--- src/rtl/core/dda_pkg.sv ---
// Shared types and codes for the DDA line rasterizer.
// No dependencies; imported by the controller, datapath and top level.
`default_nettype none

package dda_pkg;

   // operation field codes
   localparam logic OP_START = 1'b0;
   localparam logic OP_NEXT  = 1'b1;

   typedef enum logic [1:0] {
      ST_IDLE,
      ST_SETUP,
      ST_DIV_X,
      ST_DIV_Y
   } ctrl_state_type;

   // controller -> datapath
   typedef struct packed {
      logic load_start;   // start transfer: latch endpoints, emit first pixel
      logic setup;        // register deltas and their magnitudes
      logic div_start;    // launch the serial divider
      logic div_axis;     // 0: x magnitude, 1: y magnitude as dividend
      logic store_x;      // quotient -> x increment
      logic store_y;      // quotient -> y increment, load pixel count
      logic step_pixel;   // advance positions and emit next pixel
   } dda_cmd_type;

   // datapath -> controller
   typedef struct packed {
      logic out_free;     // output register empty or draining this cycle
      logic line_active;
      logic zero_length;  // endpoints on the request channel coincide
      logic div_done;
   } dda_status_type;

endpackage

`default_nettype wire

--- src/rtl/core/dda_if.sv ---
// Valid/ready channel interfaces for the DDA line rasterizer.
// Standalone; payload widths follow COORD_BITS.
`default_nettype none

interface dda_req_if #(parameter int COORD_BITS = 10);
   logic                  valid;
   logic                  ready;
   logic                  operation;
   logic [COORD_BITS-1:0] start_x;
   logic [COORD_BITS-1:0] start_y;
   logic [COORD_BITS-1:0] end_x;
   logic [COORD_BITS-1:0] end_y;

   modport source (output valid, output operation, output start_x, output start_y,
                   output end_x, output end_y, input ready);
   modport sink   (input valid, input operation, input start_x, input start_y,
                   input end_x, input end_y, output ready);
endinterface

interface dda_rsp_if #(parameter int COORD_BITS = 10);
   logic                  valid;
   logic                  ready;
   logic [COORD_BITS-1:0] pixel_x;
   logic [COORD_BITS-1:0] pixel_y;
   logic                  last;

   modport source (output valid, output pixel_x, output pixel_y, output last,
                   input ready);
   modport sink   (input valid, input pixel_x, input pixel_y, input last,
                   output ready);
endinterface

`default_nettype wire

--- src/rtl/core/dda_line_rasterizer.sv ---
// DDA line rasterizer. A start transfer (operation 0) loads two endpoints and
// returns the first pixel at once; the block then registers |dx| and |dy|
// and runs one shared serial divider twice, once per axis, to form the
// signed fixed-point increments, so the request channel stays busy after a
// start until both increments are stored (a zero-length line skips this and
// returns a single pixel with last set). On a next transfer (operation 1)
// both positions advance and the rounded pixel goes to the output register,
// with last on the final pixel of the line; a next with no line in progress
// returns nothing. Requests are taken only while the controller is idle and
// the output register is empty or being drained in the same cycle.
`default_nettype none

module dda_line_rasterizer #(
   parameter int COORD_BITS = 10,
   parameter int FRAC_BITS  = 16
) (
   input  wire logic clock,
   input  wire logic reset,
   dda_req_if.sink   req_chan,
   dda_rsp_if.source rsp_chan
);

   import dda_pkg::*;

   dda_cmd_type    cmd;
   dda_status_type status;

   dda_ctrl u_ctrl (
      .clock        (clock),
      .reset        (reset),
      .req_valid    (req_chan.valid),
      .req_operation(req_chan.operation),
      .req_ready    (req_chan.ready),
      .status       (status),
      .cmd          (cmd)
   );

   dda_dp #(
      .COORD_BITS(COORD_BITS),
      .FRAC_BITS (FRAC_BITS)
   ) u_dp (
      .clock    (clock),
      .reset    (reset),
      .cmd      (cmd),
      .status   (status),
      .start_x  (req_chan.start_x),
      .start_y  (req_chan.start_y),
      .end_x    (req_chan.end_x),
      .end_y    (req_chan.end_y),
      .rsp_ready(rsp_chan.ready),
      .rsp_valid(rsp_chan.valid),
      .pixel_x  (rsp_chan.pixel_x),
      .pixel_y  (rsp_chan.pixel_y),
      .last     (rsp_chan.last)
   );

endmodule

`default_nettype wire

--- src/rtl/core/dda_div.sv ---
// Restoring serial divider: quotient = floor(dividend * 2^FRAC_BITS / divisor).
// Requires dividend <= divisor, divisor nonzero. One quotient bit per cycle.
`default_nettype none

module dda_div #(
   parameter int COORD_BITS = 10,
   parameter int FRAC_BITS  = 16
) (
   input  wire logic                  clock,
   input  wire logic                  reset,
   input  wire logic                  start,
   input  wire logic [COORD_BITS-1:0] dividend,
   input  wire logic [COORD_BITS-1:0] divisor,
   output logic                       done,
   output logic [FRAC_BITS:0]         quotient
);

   localparam int CNT_W = $clog2(FRAC_BITS + 1);

   logic                  busy_ff;
   logic                  done_ff;
   logic [CNT_W-1:0]      cnt_ff;
   logic [COORD_BITS:0]   rem_ff;
   logic [COORD_BITS-1:0] div_ff;
   logic [FRAC_BITS:0]    quo_ff;

   logic [COORD_BITS:0]   trial;
   logic [COORD_BITS:0]   diff;
   logic                  ge;
   logic                  last_iter;

   // first iteration compares the magnitude itself (integer quotient bit)
   assign trial     = (cnt_ff == '0) ? rem_ff : {rem_ff[COORD_BITS-1:0], 1'b0};
   assign diff      = trial - {1'b0, div_ff};
   assign ge        = (trial >= {1'b0, div_ff});
   assign last_iter = (cnt_ff == CNT_W'(FRAC_BITS));

   always_ff @(posedge clock) begin
      if (reset) begin
         busy_ff <= 1'b0;
         done_ff <= 1'b0;
         cnt_ff  <= '0;
      end else if (start) begin
         busy_ff <= 1'b1;
         done_ff <= 1'b0;
         cnt_ff  <= '0;
      end else if (busy_ff) begin
         busy_ff <= !last_iter;
         done_ff <= last_iter;
         cnt_ff  <= cnt_ff + CNT_W'(1);
      end else begin
         done_ff <= 1'b0;
      end
   end

   always_ff @(posedge clock) begin
      if (start) begin
         rem_ff <= {1'b0, dividend};
         div_ff <= divisor;
         quo_ff <= '0;
      end else if (busy_ff) begin
         rem_ff <= ge ? diff : trial;
         quo_ff <= {quo_ff[FRAC_BITS-1:0], ge};
      end
   end

   assign done     = done_ff;
   assign quotient = quo_ff;

endmodule

`default_nettype wire

--- src/rtl/core/dda_dp.sv ---
// Datapath of the DDA line rasterizer: positions, increments, pixel count,
// output register. Uses dda_pkg and the dda_div serial divider.
`default_nettype none

module dda_dp #(
   parameter int COORD_BITS = 10,
   parameter int FRAC_BITS  = 16
) (
   input  wire logic                  clock,
   input  wire logic                  reset,
   input  wire dda_pkg::dda_cmd_type  cmd,
   output dda_pkg::dda_status_type    status,
   input  wire logic [COORD_BITS-1:0] start_x,
   input  wire logic [COORD_BITS-1:0] start_y,
   input  wire logic [COORD_BITS-1:0] end_x,
   input  wire logic [COORD_BITS-1:0] end_y,
   input  wire logic                  rsp_ready,
   output logic                       rsp_valid,
   output logic [COORD_BITS-1:0]      pixel_x,
   output logic [COORD_BITS-1:0]      pixel_y,
   output logic                       last
);

   import dda_pkg::*;

   localparam int POS_W = COORD_BITS + FRAC_BITS;
   localparam int INC_W = FRAC_BITS + 2;
   localparam logic [POS_W:0] HALF = (POS_W + 1)'(1) << (FRAC_BITS - 1);

   logic [POS_W-1:0]      pos_x_ff, pos_y_ff;
   logic [POS_W-1:0]      pos_x_in, pos_y_in;
   logic [INC_W-1:0]      inc_x_ff, inc_y_ff;
   logic [COORD_BITS-1:0] end_x_ff, end_y_ff;
   logic [COORD_BITS-1:0] abs_x_ff, abs_y_ff;
   logic                  neg_x_ff, neg_y_ff;
   logic [COORD_BITS:0]   left_ff;
   logic                  active_ff;
   logic                  rsp_valid_ff;
   logic [COORD_BITS-1:0] pix_x_ff, pix_y_ff;
   logic                  last_ff;

   logic [COORD_BITS:0]   dx, dy;
   logic [COORD_BITS:0]   ndx, ndy;
   logic [COORD_BITS-1:0] steps;
   logic [COORD_BITS-1:0] dividend;
   logic                  div_done;
   logic [FRAC_BITS:0]    quotient;
   logic [INC_W-1:0]      q_ext;
   logic [POS_W:0]        rnd_x, rnd_y;
   logic                  final_pixel;

   // deltas from the start point (integer part of the loaded position)
   assign dx  = {1'b0, end_x_ff} - {1'b0, pos_x_ff[POS_W-1 -: COORD_BITS]};
   assign dy  = {1'b0, end_y_ff} - {1'b0, pos_y_ff[POS_W-1 -: COORD_BITS]};
   assign ndx = -dx;
   assign ndy = -dy;

   assign steps    = (abs_x_ff > abs_y_ff) ? abs_x_ff : abs_y_ff;
   assign dividend = cmd.div_axis ? abs_y_ff : abs_x_ff;

   dda_div #(
      .COORD_BITS(COORD_BITS),
      .FRAC_BITS (FRAC_BITS)
   ) u_div (
      .clock   (clock),
      .reset   (reset),
      .start   (cmd.div_start),
      .dividend(dividend),
      .divisor (steps),
      .done    (div_done),
      .quotient(quotient)
   );

   assign q_ext = {1'b0, quotient};

   assign pos_x_in = pos_x_ff + {{(POS_W-INC_W){inc_x_ff[INC_W-1]}}, inc_x_ff};
   assign pos_y_in = pos_y_ff + {{(POS_W-INC_W){inc_y_ff[INC_W-1]}}, inc_y_ff};
   assign rnd_x    = {1'b0, pos_x_in} + HALF;
   assign rnd_y    = {1'b0, pos_y_in} + HALF;

   assign final_pixel = (left_ff == (COORD_BITS + 1)'(1));

   always_ff @(posedge clock) begin
      if (reset) begin
         active_ff    <= 1'b0;
         rsp_valid_ff <= 1'b0;
      end else begin
         if (cmd.load_start) begin
            active_ff <= (start_x != end_x) || (start_y != end_y);
         end else if (cmd.step_pixel && final_pixel) begin
            active_ff <= 1'b0;
         end

         if (cmd.load_start || cmd.step_pixel) begin
            rsp_valid_ff <= 1'b1;
         end else if (rsp_ready) begin
            rsp_valid_ff <= 1'b0;
         end
      end
   end

   always_ff @(posedge clock) begin
      if (cmd.load_start) begin
         pos_x_ff <= {start_x, {FRAC_BITS{1'b0}}};
         pos_y_ff <= {start_y, {FRAC_BITS{1'b0}}};
         end_x_ff <= end_x;
         end_y_ff <= end_y;
         pix_x_ff <= start_x;
         pix_y_ff <= start_y;
         last_ff  <= (start_x == end_x) && (start_y == end_y);
      end else if (cmd.step_pixel) begin
         pos_x_ff <= pos_x_in;
         pos_y_ff <= pos_y_in;
         left_ff  <= left_ff - (COORD_BITS + 1)'(1);
         pix_x_ff <= rnd_x[FRAC_BITS +: COORD_BITS];
         pix_y_ff <= rnd_y[FRAC_BITS +: COORD_BITS];
         last_ff  <= final_pixel;
      end

      if (cmd.setup) begin
         neg_x_ff <= dx[COORD_BITS];
         neg_y_ff <= dy[COORD_BITS];
         abs_x_ff <= dx[COORD_BITS] ? ndx[COORD_BITS-1:0] : dx[COORD_BITS-1:0];
         abs_y_ff <= dy[COORD_BITS] ? ndy[COORD_BITS-1:0] : dy[COORD_BITS-1:0];
      end

      if (cmd.store_x) begin
         inc_x_ff <= neg_x_ff ? -q_ext : q_ext;
      end
      if (cmd.store_y) begin
         inc_y_ff <= neg_y_ff ? -q_ext : q_ext;
         left_ff  <= {1'b0, steps};
      end
   end

   assign status.out_free    = !rsp_valid_ff || rsp_ready;
   assign status.line_active = active_ff;
   assign status.zero_length = (start_x == end_x) && (start_y == end_y);
   assign status.div_done    = div_done;

   assign rsp_valid = rsp_valid_ff;
   assign pixel_x   = pix_x_ff;
   assign pixel_y   = pix_y_ff;
   assign last      = last_ff;

endmodule

`default_nettype wire

--- src/rtl/core/dda_ctrl.sv ---
// Controller of the DDA line rasterizer: request acceptance and sequencing
// of the setup and the two increment divisions. Uses dda_pkg.
`default_nettype none

module dda_ctrl (
   input  wire logic                    clock,
   input  wire logic                    reset,
   input  wire logic                    req_valid,
   input  wire logic                    req_operation,
   output logic                         req_ready,
   input  wire dda_pkg::dda_status_type status,
   output dda_pkg::dda_cmd_type         cmd
);

   import dda_pkg::*;

   ctrl_state_type state_ff;
   ctrl_state_type state_in;
   logic           accept;
   logic           launch_x_ff;

   always_ff @(posedge clock) begin
      if (reset) begin
         state_ff <= ST_IDLE;
      end else begin
         state_ff <= state_in;
      end
   end

   always_comb begin
      state_in  = state_ff;
      cmd       = '0;
      req_ready = 1'b0;
      accept    = 1'b0;
      unique case (state_ff)
         ST_IDLE: begin
            req_ready = status.out_free;
            accept    = req_valid && status.out_free;
            if (accept && (req_operation == OP_START)) begin
               cmd.load_start = 1'b1;
               if (!status.zero_length) begin
                  state_in = ST_SETUP;
               end
            end else if (accept && (req_operation == OP_NEXT) && status.line_active) begin
               cmd.step_pixel = 1'b1;
            end
         end
         ST_SETUP: begin
            cmd.setup = 1'b1;
            state_in  = ST_DIV_X;
         end
         ST_DIV_X: begin
            // first entry cycle launches x; done launches y right away
            if (launch_x_ff) begin
               cmd.div_start = 1'b1;
            end else if (status.div_done) begin
               cmd.store_x   = 1'b1;
               cmd.div_start = 1'b1;
               cmd.div_axis  = 1'b1;
               state_in      = ST_DIV_Y;
            end
         end
         ST_DIV_Y: begin
            if (status.div_done) begin
               cmd.store_y = 1'b1;
               state_in    = ST_IDLE;
            end
         end
         default: begin
            state_in = ST_IDLE;
         end
      endcase
   end

   // magnitudes are registered at the end of SETUP; launch x on the next edge
   always_ff @(posedge clock) begin
      if (reset) begin
         launch_x_ff <= 1'b0;
      end else begin
         launch_x_ff <= (state_ff == ST_SETUP);
      end
   end

endmodule

`default_nettype wire
--- src/flat_wrapper.sv ---
// flat-port wrapper written by rule: the top's interface ports become plain ports
module dda_line_rasterizer_flat import dda_pkg::*;
#(
   parameter int COORD_BITS = 10,
   parameter int FRAC_BITS  = 16
)
  (clock, reset, req_chan_valid, req_chan_operation, req_chan_start_x, req_chan_start_y, req_chan_end_x, req_chan_end_y, req_chan_ready, rsp_chan_valid, rsp_chan_pixel_x, rsp_chan_pixel_y, rsp_chan_last, rsp_chan_ready);
  dda_req_if #(.COORD_BITS(COORD_BITS)) req_chan_i ();
  dda_rsp_if #(.COORD_BITS(COORD_BITS)) rsp_chan_i ();
  input  wire logic clock;
  input  wire logic reset;
  input wire logic [$bits(req_chan_i.valid)-1:0] req_chan_valid;
  input wire logic [$bits(req_chan_i.operation)-1:0] req_chan_operation;
  input wire logic [$bits(req_chan_i.start_x)-1:0] req_chan_start_x;
  input wire logic [$bits(req_chan_i.start_y)-1:0] req_chan_start_y;
  input wire logic [$bits(req_chan_i.end_x)-1:0] req_chan_end_x;
  input wire logic [$bits(req_chan_i.end_y)-1:0] req_chan_end_y;
  output wire logic [$bits(req_chan_i.ready)-1:0] req_chan_ready;
  output wire logic [$bits(rsp_chan_i.valid)-1:0] rsp_chan_valid;
  output wire logic [$bits(rsp_chan_i.pixel_x)-1:0] rsp_chan_pixel_x;
  output wire logic [$bits(rsp_chan_i.pixel_y)-1:0] rsp_chan_pixel_y;
  output wire logic [$bits(rsp_chan_i.last)-1:0] rsp_chan_last;
  input wire logic [$bits(rsp_chan_i.ready)-1:0] rsp_chan_ready;
  assign req_chan_i.valid = req_chan_valid;
  assign req_chan_i.operation = req_chan_operation;
  assign req_chan_i.start_x = req_chan_start_x;
  assign req_chan_i.start_y = req_chan_start_y;
  assign req_chan_i.end_x = req_chan_end_x;
  assign req_chan_i.end_y = req_chan_end_y;
  assign req_chan_ready = req_chan_i.ready;
  assign rsp_chan_valid = rsp_chan_i.valid;
  assign rsp_chan_pixel_x = rsp_chan_i.pixel_x;
  assign rsp_chan_pixel_y = rsp_chan_i.pixel_y;
  assign rsp_chan_last = rsp_chan_i.last;
  assign rsp_chan_i.ready = rsp_chan_ready;
  dda_line_rasterizer #(.COORD_BITS(COORD_BITS), .FRAC_BITS(FRAC_BITS)) u_core (.clock(clock), .reset(reset), .req_chan(req_chan_i), .rsp_chan(rsp_chan_i));
endmodule
--- config.mk ---
export PLATFORM = sky130hd
export DESIGN_NAME = dda_line_rasterizer_flat
export DESIGN_NICKNAME = d
export VERILOG_FILES = /design/src/rtl/core/dda_pkg.sv /design/src/rtl/core/dda_if.sv /design/src/rtl/core/dda_line_rasterizer.sv /design/src/rtl/core/dda_div.sv /design/src/rtl/core/dda_dp.sv /design/src/rtl/core/dda_ctrl.sv /design/src/flat_wrapper.sv
export SDC_FILE = /design/constraint.sdc
export NUM_CORES = 1
export LEC_CHECK = 0
export BUFFER_PORTS_ARGS = -buffer_cell sky130_fd_sc_hd__buf_2
export CORE_ASPECT_RATIO = 1.5
export CORE_MARGIN = 8
export CORE_UTILIZATION = 40
export DETAILED_ROUTE_END_ITERATION = 6
export SLEW_MARGIN = 20
export SYNTH_ARGS = -nofsm -noshare
export SYNTH_HDL_FRONTEND = slang
export SYNTH_SLANG_ARGS = --single-unit
--- constraint.sdc ---
create_clock -name clock -period 8.9 [get_ports clock]
set_input_delay 1.335 -clock clock [delete_from_list [all_inputs] [get_ports clock]]
set_output_delay 1.335 -clock clock [all_outputs]
set_load 0.1 [all_outputs]
Word-level counts from Yosys, hierarchy flattened
Cells that the tools add are included.
Widths: inputs -> output; s select.
{"block": "totals", "reg_bits": 212, "out_inout_bits": 23}
{"block": "classes", "add_sub_neg": 12, "magnitude_cmp": 2, "n_eq_ne": 15, "muxes": 48, "bitwise": 3, "reduce_logical": 23}
{"operator": "$mux 10", "count": 13}
{"operator": "$mux 26", "count": 4}
{"operator": "$add 26x16->26 const B", "count": 2}
{"operator": "$add 26x26->26", "count": 2}
{"operator": "$mux 17", "count": 2}
{"operator": "$mux 11", "count": 2}
{"operator": "$sub 10x10->11", "count": 2}
{"operator": "$eq 10x10->1", "count": 2}
{"operator": "$ne 10x10->1", "count": 2}
{"operator": "$neg 10->10", "count": 2}
{"operator": "$mux 1", "count": 18}
{"operator": "$neg 17->18", "count": 1}
{"operator": "$mux 2", "count": 6}
{"operator": "$eq 11x1->1 const B", "count": 1}
{"operator": "$ge 11x10->1", "count": 1}
{"operator": "$sub 11x1->11 const B", "count": 1}
{"operator": "$sub 11x10->11", "count": 1}
{"operator": "$gt 10x10->1", "count": 1}
{"operator": "$ne 2x2->1 const B", "count": 5}
{"operator": "$reduce_bool 2->1", "count": 5}
{"operator": "$pmux 2 s4", "count": 1}
{"operator": "$logic_and 1x1->1", "count": 6}
{"operator": "$mux 3", "count": 2}
{"operator": "$add 5x1->5 const B", "count": 1}
{"operator": "other kinds (13)", "count": 20}

Logic depth before layout (Yosys ltp)
Gate-level depths: netlist of the first run.
{"block": "depth", "word_depth": 11, "mapped_depth": 18, "mapped_depth_nobuf": 17}

Cells and area by module
A second synthesis of the first run with hierarchy kept.
{"block": "unflattened", "cells_unflattened": 1436, "area_unflattened_um2": 14061.0}
{"mod": "dda_dp", "n_inst": 1, "cells_each": 1174, "area_each_um2": 11423.5, "seq_area_each_um2": 4574.4}
{"mod": "dda_div", "n_inst": 1, "cells_each": 230, "area_each_um2": 2387.3, "seq_area_each_um2": 1101.1}
{"mod": "dda_ctrl", "n_inst": 1, "cells_each": 32, "area_each_um2": 250.2, "seq_area_each_um2": 60.1}

Worst setup path after synthesis of the first run
No wires, ideal clock.
{"block": "synth_timing", "path_type": "input port to flip-flop", "from": "input port rsp_chan_ready", "to": "register u_core.u_dp.last_ff (netlist: u_core.u_dp.last), enable pin", "setup_time_ns": 0.396, "t_arrival_ns": 4.075, "path_slack_ns": 4.429, "stages": 7, "n_path_buf": 1, "path_cell_list": "nand2b_1 and2_1 clkbuf_1 nand2_1 inv_2 nor2_1 inv_1"}
{"block": "synth_between", "elab_chain_len": 8, "word_cells_on_any_way": 11}
{"item": "start: declaration", "line_no": "flat_wrapper.sv:23", "text": "input wire logic [$bits(rsp_chan_i.ready)-1:0] rsp_chan_ready;"}
{"item": "$logic_or 1x1->1 *", "line_no": "dda_dp.sv:136", "text": "assign status.out_free = !rsp_valid_ff || rsp_ready;"}
{"item": "$logic_and 1x1->1 *", "line_no": "dda_ctrl.sv:38", "text": "accept = req_valid && status.out_free;"}
{"item": "$logic_and 1x1->1 (2 in a row)", "line_no": "dda_ctrl.sv:44", "text": "end else if (accept && (req_operation == OP_NEXT) && status.line_active) begin"}
{"item": "$mux 1", "line_no": "dda_ctrl.sv:44"}
{"item": "$mux 1", "line_no": "dda_ctrl.sv:39", "text": "if (accept && (req_operation == OP_START)) begin"}
{"item": "$mux 1", "line_no": "dda_ctrl.sv:35", "text": "unique case (state_ff)"}
{"item": "$reduce_bool 2->1 (no line) *"}
{"item": "end signal: assignment", "line_no": "dda_dp.sv:110", "text": "last_ff <= (start_x == end_x) && (start_y == end_y);"}
{"item": "end signal: assignment", "line_no": "dda_dp.sv:117", "text": "last_ff <= final_pixel;"}
{"item": "end: declaration", "line_no": "dda_dp.sv:40", "text": "logic last_ff;"}
Every way passes the cells marked *; elsewhere a longest branch is shown, timed or not.
A chain may end at the register's enable or synchronous reset.

Final worst setup path of the first run
{"block": "layout_timing", "from": "register u_core.u_dp.u_div.cnt_ff[0]", "to": "register u_core.u_dp.u_div.rem_ff[7], data pin"}
{"block": "layout_between", "elab_chain_len": 6, "word_cells_on_any_way": 7}
{"item": "start: declaration", "line_no": "dda_div.sv:22", "text": "logic [CNT_W-1:0] cnt_ff;"}
{"item": "start signal: assignment", "line_no": "dda_div.sv:50", "text": "cnt_ff <= cnt_ff + CNT_W'(1);"}
{"item": "$logic_not 5->1 *", "line_no": "dda_div.sv:33", "text": "assign trial = (cnt_ff == '0) ? rem_ff : {rem_ff[COORD_BITS-1:0], 1'b0};"}
{"item": "$mux 11 *", "line_no": "dda_div.sv:33"}
{"item": "$sub 11x10->11 / $ge 11x10->1 (equally long branches)", "line_no": "dda_div.sv:34, dda_div.sv:35"}
{"item": "$mux 11 *", "line_no": "dda_div.sv:62", "text": "rem_ff <= ge ? diff : trial;"}
{"item": "$mux 10 *", "line_no": "dda_div.sv:61", "text": "end else if (busy_ff) begin"}
{"item": "$mux 10 *", "line_no": "dda_div.sv:57", "text": "if (start) begin"}
{"item": "end signal: assignment", "line_no": "dda_div.sv:58", "text": "rem_ff <= {1'b0, dividend};"}
{"item": "end signal: assignment", "line_no": "dda_div.sv:62"}
{"item": "end: declaration", "line_no": "dda_div.sv:23", "text": "logic [COORD_BITS:0] rem_ff;"}
Every way passes the cells marked *; elsewhere a longest branch is shown, timed or not. The select of a mux whose other input is x is not followed.

==> impl_metrics.csv, run 1 <==
group,metric,value,unit
floorplanning,ioPinCount,68,
worst_hold_path,min_from,"u_core.u_dp.pos_x_ff[11]$_SDFFE_PP0P_",
cells_and_area,layout.nets,1641,
global_route,grt_pass1_vias,10800,
floorplanning,die_y,242,microns
yosys,synth_cell_types,76,
power,pwr-share-clk,23.2,%
yosys,synth_nets,1585,
setup_path,worstPathRequired,9.24,ns
power,p_int,2.62,mW
status,outcome,"completed",
cts,postCtsHoldBufs,0,
power,p_leak,6.07,nW
cts,path_clk_slew,0.07,ns
setup_path,r2r-start,"u_core.u_dp.u_div.cnt_ff[0]$_SDFFE_PP0P_",
global_route,antenna_found_initial,0,
worst_hold_path,min_path_type,"reg2reg",
timing,rsz0062_at_grt,"false",
yosys,synth_top_area_share,32.7,%
cts,cts_tree,"built",
detailed_routing,routed_wl,36800,microns
detailed_routing,viasPerCell,5.47,
floorplanning,die_w,167,microns
setup_path,crit_start,"u_core.u_dp.u_div.cnt_ff[0]$_SDFFE_PP0P_",
setup_path,path_class,"reg2reg",
yosys,syn_area_per_cell,9.55,sq um
cts,cts_buffer_depth,3,
timing,setup_viol,0,
cts,clockRootBuffer,"clkbuf_16",
cells_and_area,multiInputGateArea,0.00745,sq mm
power,powerDensity,287,mW/mm^2
floorplanning,core,0.0340,sq mm
timing,fmax,0.221,GHz
timing,final_hold_viol_count,0,
yosys,yosys_warnings,0,
power,swShare,40.1,%
floorplanning,start_util,40.3,%
cells_and_area,drive_above_1_share,10.2,%
yosys,synth-main-ff-cell,"edfxtp_1",
floorplanning,dieArea,0.0405,sq mm
cells_and_area,fillerInstances,3242,
global_route,grt_pass1_wl,57500,microns
cts,clk-insertion-delay-late,0.54,ns
setup_path,path_max_fanout,13,
cells_and_area,n_antenna_cell,0,
cts,cts.repair.resized,0,
yosys,synth.cell_area,0.0137,sq mm
cells_and_area,stdcell_area,0.0152,sq mm
setup_path,cp-start-kind,"register",
timing,setup_tns,0,ns
placement,placed_cell_area,0.0144,sq mm
power,p_comb_share,42.9,%
power,fin_total_pwr,4.38,mW
detailed_routing,drt-pass1-iter-count,5,
global_route,grt.total_usage,17.9,%
power,ir_drop,0.000112,V
timing,drv_slew,0,
detailed_routing,num_vias,10600,
placement,gp_congestion,0.859,
setup_path,crit_arrival,4.87,ns
yosys,ys_top_cells_by_area,"edfxtp_1 (33%), ha_1 (9.4%), dfxtp_1 (9.2%)",
timing,finalCritPeriodShare,50.9,%
power,p_sw,1.76,mW
cells_and_area,syn_to_final_growth,11.3,%
timing,slew-limit-headroom,28.2,%
timing,fin_skew,0.0276,ns
yosys,synth-seq-cells,212,
cts,htreeDepth,1,
placement,io_buffers,67,
floorplanning,rows,83,
detailed_routing,ant_nets,0,
cts,cts_setup_buffers,0,
yosys,synth-async-reset-ratio,0,%
setup_path,cp-end-kind,"register",
cts,cts_buffers,22,
power,pwr-share-seq,33.9,%
global_route,grt_max_degree,65,
yosys,synth_area_leader_cell,"edfxtp_1",
yosys,seq_area_frac_synth,41.9,%
job,maxCapViolations,0,
cts,cts_sinks,212,
detailed_routing,post-route-drc-count,0,
yosys,synth_edf_count,149,
yosys,netlist_instances,1432,
detailed_routing,drt_iter0_drc,602,
placement,dp_hpwl,28700,microns
timing,tightestPinTransition,1.08,ns
cells_and_area,regArea,0.00574,sq mm
global_route,overflow,0,
detailed_routing,wl_per_cell,19.1,microns
timing,final.min_clock_period,4.53,ns
area by class of cell:
cell class | instances | share of cell area (%)
sequential | 212 | 37.7
multi-input combinational | 1089 | 48.9
tap | 425 | 3.49
timing repair buffer | 75 | 2.60
clock inverter | 16 | 1.32
inverter | 88 | 2.17
clock buffer | 24 | 3.87
through the flow:
step	utilization [%]	setup WS [ns]	std cells	hold WS [ns]
2_1_floorplan	-	4.43	1432	0.432
5_1_grt	44.9	4.04	1929	0.492
4_1_cts	44.8	4.04	1929	0.463
3_5_place_dp	42.5	4.07	1889	0.454
3_3_place_gp	42.5	4.20	1889	0.441
6_report	44.9	4.37	1929	0.462
placed cells by master, fill, tap and decap left out, drive strengths merged, types with 6 or more instances in the layout:
master	synthesis	final
ha	103	103
xor2	48	48
nor2b	18	18
o21a	9	9
a21o	25	25
a22o	9	9
mux2	17	17
a211oi	14	14
xnor2	105	105
and3	11	11
or3	17	17
nand3b	6	6
o22ai	7	7
clkinv	1	7
nand2b	15	15
nor4	7	7
o31ai	10	10
nand2	199	199
o21ai	117	117
a21oi	85	85
nor2	76	76
clkbuf	35	24
edfxtp	149	149
nand3	30	30
inv	87	93
a31oi	6	6
a21boi	7	7
o211ai	13	13
dfxtp	63	63
buf	8	75
nor3	17	17
nand4	18	18
and2	11	11
mux2i	27	27
flip-flops by register name, summed over array words and instances (netlist names):
register,flops
u_core.u_dp.pos_x_ff,26
u_core.u_dp.active_ff,1
u_core.u_dp.pixel_x,10
u_core.u_dp.u_div.done,1
u_core.u_dp.pixel_y,10
u_core.u_dp.u_div.rem_ff,11
u_core.u_dp.inc_y_ff,18
u_core.u_dp.inc_x_ff,18
u_core.u_dp.u_div.div_ff,10
u_core.u_dp.u_div.cnt_ff,5
u_core.u_dp.neg_x_ff,1
u_core.u_dp.left_ff,11
u_core.u_dp.last,1
u_core.u_dp.abs_x_ff,10
u_core.u_dp.u_div.busy_ff,1
u_core.u_dp.end_x_ff,10
u_core.u_dp.pos_y_ff,26
u_core.u_dp.abs_y_ff,10
u_core.u_ctrl.launch_x_ff,1
u_core.u_dp.end_y_ff,10
u_core.u_dp.neg_y_ff,1
u_core.u_dp.u_div.quotient,17
u_core.u_dp.rsp_valid,1
u_core.u_ctrl.state_ff,2
per-layer routing:
metal | share of wire [%] | vias to the layer above | GRT usage [%]
met5 | 0 | - | 0
met1 | 38 | 5044 | 18.2
met2 | 55 | 199 | 35.3
met3 | 3.2 | 69 | 2.10
li1 | - | 5245 | -
met4 | 4.3 | 0 | 8.45
cells in the mapped netlist, types with 3 or more instances:
cell and instances:
nand2_1 199, edfxtp_1 149, o21ai_0 110, xnor2_1 105
ha_1 103, a21oi_1 85, inv_1 85, nor2_1 76
dfxtp_1 63, xor2_1 48, clkbuf_1 35, nand3_1 29
mux2i_1 27, a21o_1 25, nand4_1 18, nor2b_1 18
mux2_2 17, nor3_1 16, nand2b_1 15, a211oi_1 13
o211ai_1 13, and2_1 11, and3_1 11, or3_1 11
a22o_1 9, o21a_1 9, o31ai_1 9, o21ai_1 7
o22ai_1 7, a31oi_1 6, nand3b_1 6, nor4_1 6
fa_1 5, or3_4 5, or4_1 5, a2111oi_0 4
a211o_1 4, a21boi_0 4, buf_1 4, o41ai_1 4
a21boi_1 3, a311o_1 3, and4_1 3, nor3b_1 3
o21bai_1 3
cell families (layout without fill, tap and decap cells):
| group | after synthesis | after routing | synth area share (%) |
|---|---|---|---|
| buffers and inverters | 131 | 203 | 3.70 |
| XOR/XNOR | 154 | 154 | 9.97 |
| flip-flops | 212 | 212 | 41.9 |
| multiplexers | 44 | 44 | 3.38 |
| AO/OA/AOI/OAI | 337 | 337 | 15.2 |
| adder cells (fa/ha/maj) | 108 | 108 | 10.2 |
| AND/OR/NAND/NOR | 446 | 446 | 15.7 |
final timing paths:
path / end / slack (ns) / depth (start not counted)
max reg2reg: u_core.u_dp.u_div.rem_ff[7]$_DFFE_PP_ / 4.37 / 14
min: u_core.u_dp.pos_x_ff[11]$_SDFFE_PP0P_ / 0.46 / 2
max: u_core.u_dp.u_div.rem_ff[7]$_DFFE_PP_ / 4.37 / 14
min reg2reg: u_core.u_dp.pos_x_ff[11]$_SDFFE_PP0P_ / 0.46 / 2
worst max-delay path: stages (launching register included):
cell and delay, ns:
dfxtp_1 0.34, inv_1 0.07, ha_1 0.16, nand2_1 0.07
nor2_2 0.52, mux2_2 0.45, ha_1 0.30, nor2b_1 0.13
o21ai_0 0.20, a21boi_1 0.12, o21a_1 0.20, o21ai_0 0.53
nand2_1 0.54, and3b_1 0.36, o41ai_1 0.34
power by group through the flow:
stage / sequential, mW / combinational [mW] / clock [mW]
after floorplan: 1.59 / 1.31 / 0
after global placement: 1.51 / 1.86 / 0
after detailed placement: 1.51 / 1.88 / 0
after CTS: 1.49 / 1.89 / 1.03
after global routing: 1.50 / 2.07 / 1.07
final: 1.49 / 1.88 / 1.01
Note: power is estimated with default switching activity, not from simulation.
==> run 2: changes to the inputs <==
--- a/config.mk
+++ b/config.mk
@@ -5,6 +5,7 @@
 export SDC_FILE = /design/constraint.sdc
 export NUM_CORES = 1
 export LEC_CHECK = 0
+export ABC_AREA = 1
 export BUFFER_PORTS_ARGS = -buffer_cell sky130_fd_sc_hd__buf_2
 export CORE_ASPECT_RATIO = 1.5
 export CORE_MARGIN = 8
==> constraint.sdc (replaced) <==
create_clock -name clock -period 4.7 [get_ports clock]
set_input_delay 0.705 -clock clock [delete_from_list [all_inputs] [get_ports clock]]
set_output_delay 0.705 -clock clock [all_outputs]
set_load 0.1 [all_outputs]
==> impl_metrics.csv, run 2 <==
group,metric,value,unit
setup_path,crit_path_max_incr_delay,0.66,ns
worst_hold_path,min_to,"u_core.u_dp.end_x_ff[8]$_DFFE_PP_",
cells_and_area,layout_common_cells,"nand2_1 (566), inv_1 (324), edfxtp_1 (149)",
setup_path,crit_arrival,4.16,ns
timing,fin_ws,0.828,ns
timing,fin_skew,0.0215,ns
cts,htreeDepth,1,
cts,postCtsHoldBufs,0,
timing,finalCritPeriodShare,82.4,%
cts,cts_setup_buffers,0,
floorplanning,die_y,252,microns
global_route,grt_pass1_vias,12700,
setup_path,worstPathRequired,4.99,ns
floorplanning,die_w,173,microns
placement,dp_cells,2513,
yosys,syn_area_per_cell,7.49,sq um
setup_path,path_class,"reg2reg",
placement,dp_hpwl,32100,microns
yosys,synth.cell_area,0.0149,sq mm
yosys,synth_compound_area_share,11.5,%
cells_and_area,layout.nets,2208,
yosys,synth_top_family_by_area,"simple AND/OR/NAND/NOR gates",
yosys,seq_area_frac_synth,38.6,%
detailed_routing,ant_nets,0,
timing,tightestPinTransition,1.07,ns
yosys,synth-seq-cells,212,
yosys,netlist_instances,1984,
detailed_routing,num_vias,12800,
timing,final.min_clock_period,3.87,ns
global_route,overflow,0,
floorplanning,start_util,40.5,%
yosys,synth_top_area_share,30.1,%
timing,whs,0.363,ns
setup_path,critical_path.slowest_cell,"o21ai_0",
cts,clockRootBuffer,"clkbuf_16",
detailed_routing,routed_wl,40200,microns
timing,fmax,0.258,GHz
detailed_routing,viasPerCell,4.99,
global_route,grt_pass1_wl,64300,microns
setup_path,crit_start,"u_core.u_dp.u_div.cnt_ff[1]$_SDFFE_PP0P_",
detailed_routing,wl_met2,21800,microns
worst_hold_path,worstHoldPathCells,1,
timing,setup_viol,0,
yosys,synthXorXnorAreaFrac,5.52,%
worst_hold_path,min_path_type,"in2reg",
yosys,ys_top_cells_by_area,"edfxtp_1 (30%), nand2_1 (14%), ha_1 (8.7%)",
yosys,synth_cell_types,51,
yosys,synth_edf_count,149,
power,powerDensity,479,mW/mm^2
yosys,synth_area_leader_cell,"edfxtp_1",
cells_and_area,syn_to_final_growth,11.3,%
placement,gp_congestion,0.927,
job,maxCapViolations,0,
global_route,grt_max_degree,47,
power,p_leak,7.99,nW
cells_and_area,n_antenna_cell,0,
timing,setup_tns,0,ns
cts,cts_buffer_depth,3,
setup_path,r2r_end,"u_core.u_dp.u_div.rem_ff[0]$_DFFE_PP_",
detailed_routing,top_layer,"met4",
timing,slew-limit-headroom,28.3,%
cts,clk-insertion-delay-late,0.54,ns
cells_and_area,finalNonFillerCells,2557,
placement,dp_slack,0.818,ns
cells_and_area,reg_top3,"u_core.u_dp.pos_x_ff x26, u_core.u_dp.pos_y_ff x26",
cts,path_clk_slew,0.06,ns
floorplanning,ioPinCount,68,
yosys,synthSimpleGateAreaFrac,25.5,%
yosys,synth_common_cells,"nand2_1 (566), inv_1 (326), edfxtp_1 (149), nor2_1 (134), o21ai_0 (127)",
global_route,antenna_found_initial,1,
detailed_routing,wl_per_cell,15.7,microns
detailed_routing,wl_met3,1270,microns
global_route,grt.total_usage,18.1,%
yosys,synth_nets,2137,
setup_path,cp-start-kind,"register",
yosys,yosysMostFrequentCell,"nand2_1",
floorplanning,dieArea,0.0437,sq mm
setup_path,path_cells,"inv_1, ha_1, nand3_1, o21ai_0, ha_1, nand3_1, nand2_1, a21oi_1, o21ai_1, nand2_1, nand2_1, nand2_1, nand2_2, inv_1, nand2_1, nand3_1, nand2_1",
timing,rsz0062_at_grt,"false",
timing,final_hold_viol_count,0,
yosys,synth_fa_ha_area_share,9.35,%
floorplanning,rows,86,
cts,cts_sinks,212,
yosys,synth_mux_area_share,0,%
setup_path,r2r_setup_slack,0.83,ns
setup_path,cpMostUsedCell,"nand2_1",
detailed_routing,m1WireLength,15800,microns
yosys,yosys_warnings,0,
cells_and_area,drive_above_1_share,8.97,%
cts,cts_tree,"built",
placement,io_buffers,67,
setup_path,r2r-start,"u_core.u_dp.u_div.cnt_ff[1]$_SDFFE_PP0P_",
cells_and_area,mostFrequentLayoutCell,"nand2_1",
power,ir_drop,0.000293,V
setup_path,r2r.worst_path.cells,17,
yosys,synth-main-ff-cell,"edfxtp_1",
status,outcome,"completed",
worst_hold_path,min_from,"req_chan_end_x[8]",
setup_path,path_max_fanout,20,
timing,drv_slew,0,
power,fin_total_pwr,7.93,mW
detailed_routing,post-route-drc-count,0,
yosys,synth-async-reset-ratio,0,%
detailed_routing,drt_iter0_drc,819,
setup_path,cp-end-kind,"register",
detailed_routing,drt-pass1-iter-count,5,
floorplanning,core,0.0367,sq mm
cts,cts.repair.resized,0,
cts,cts_buffers,24,
==> run 2: worst max-delay path by stage <==
stage / endpoint / cells past startpoint
after detailed placement: u_core.u_dp.u_div.rem_ff[0]$_DFFE_PP_ / 17
after global placement: u_core.u_dp.u_div.rem_ff[0]$_DFFE_PP_ / 17
after global routing: u_core.u_dp.u_div.rem_ff[0]$_DFFE_PP_ / 17
final: u_core.u_dp.u_div.rem_ff[0]$_DFFE_PP_ / 17
after CTS: u_core.u_dp.u_div.rem_ff[0]$_DFFE_PP_ / 17
after floorplan: u_core.u_dp.last$_DFFE_PP_ / 7
==> run 2: cell families (layout without fill, tap and decap cells) <==
group,after synthesis,in the layout
simple gates,893,893
xor+xnor,91,91
flops,212,212
buf+inv,372,461
compound gates,308,308
fa+ha+maj,108,108
==> run 2: worst max-delay path: cells and delay by family, from the launching register on <==
family / cells / cell delay, ns
flops: 1 / 0.33
simple gates: 10 / 1.40
compound gates: 3 / 1.08
fa+ha+maj: 2 / 0.54
buf+inv: 2 / 0.25
==> run 2: metal layers <==
layer / global-route usage, % / up-vias
li1: - / 6578
met5: 0 / -
met1: 19.2 / 5908
met2: 36.0 / 206
met4: 6.65 / 0
met3: 1.89 / 65
==> run 2: cell type report <==
class	count	area (sq um)
Tap cell	484	606
Multi-Input combinational cell	1400	7720
Clock inverter	10	77.6
Clock buffer	34	721
Timing Repair Buffer	77	410
Inverter	340	1280
Sequential cell	212	5740
Fill cell	3666	20200
==> run 2: power breakdown <==
part,total (mW),internal [mW],switching (mW)
clock,1.90,1.12,0.773
combinational,3.33,1.02,2.30
sequential,2.71,2.49,0.218
==> run 2: stage by stage <==
stage               area [sq um]  util (%)
CTS                        16500      45.1
finish                     16500      45.1
global route               16500      45.1
floorplan                  14900         -
detailed placement         15700      42.9
global placement           15700      42.9
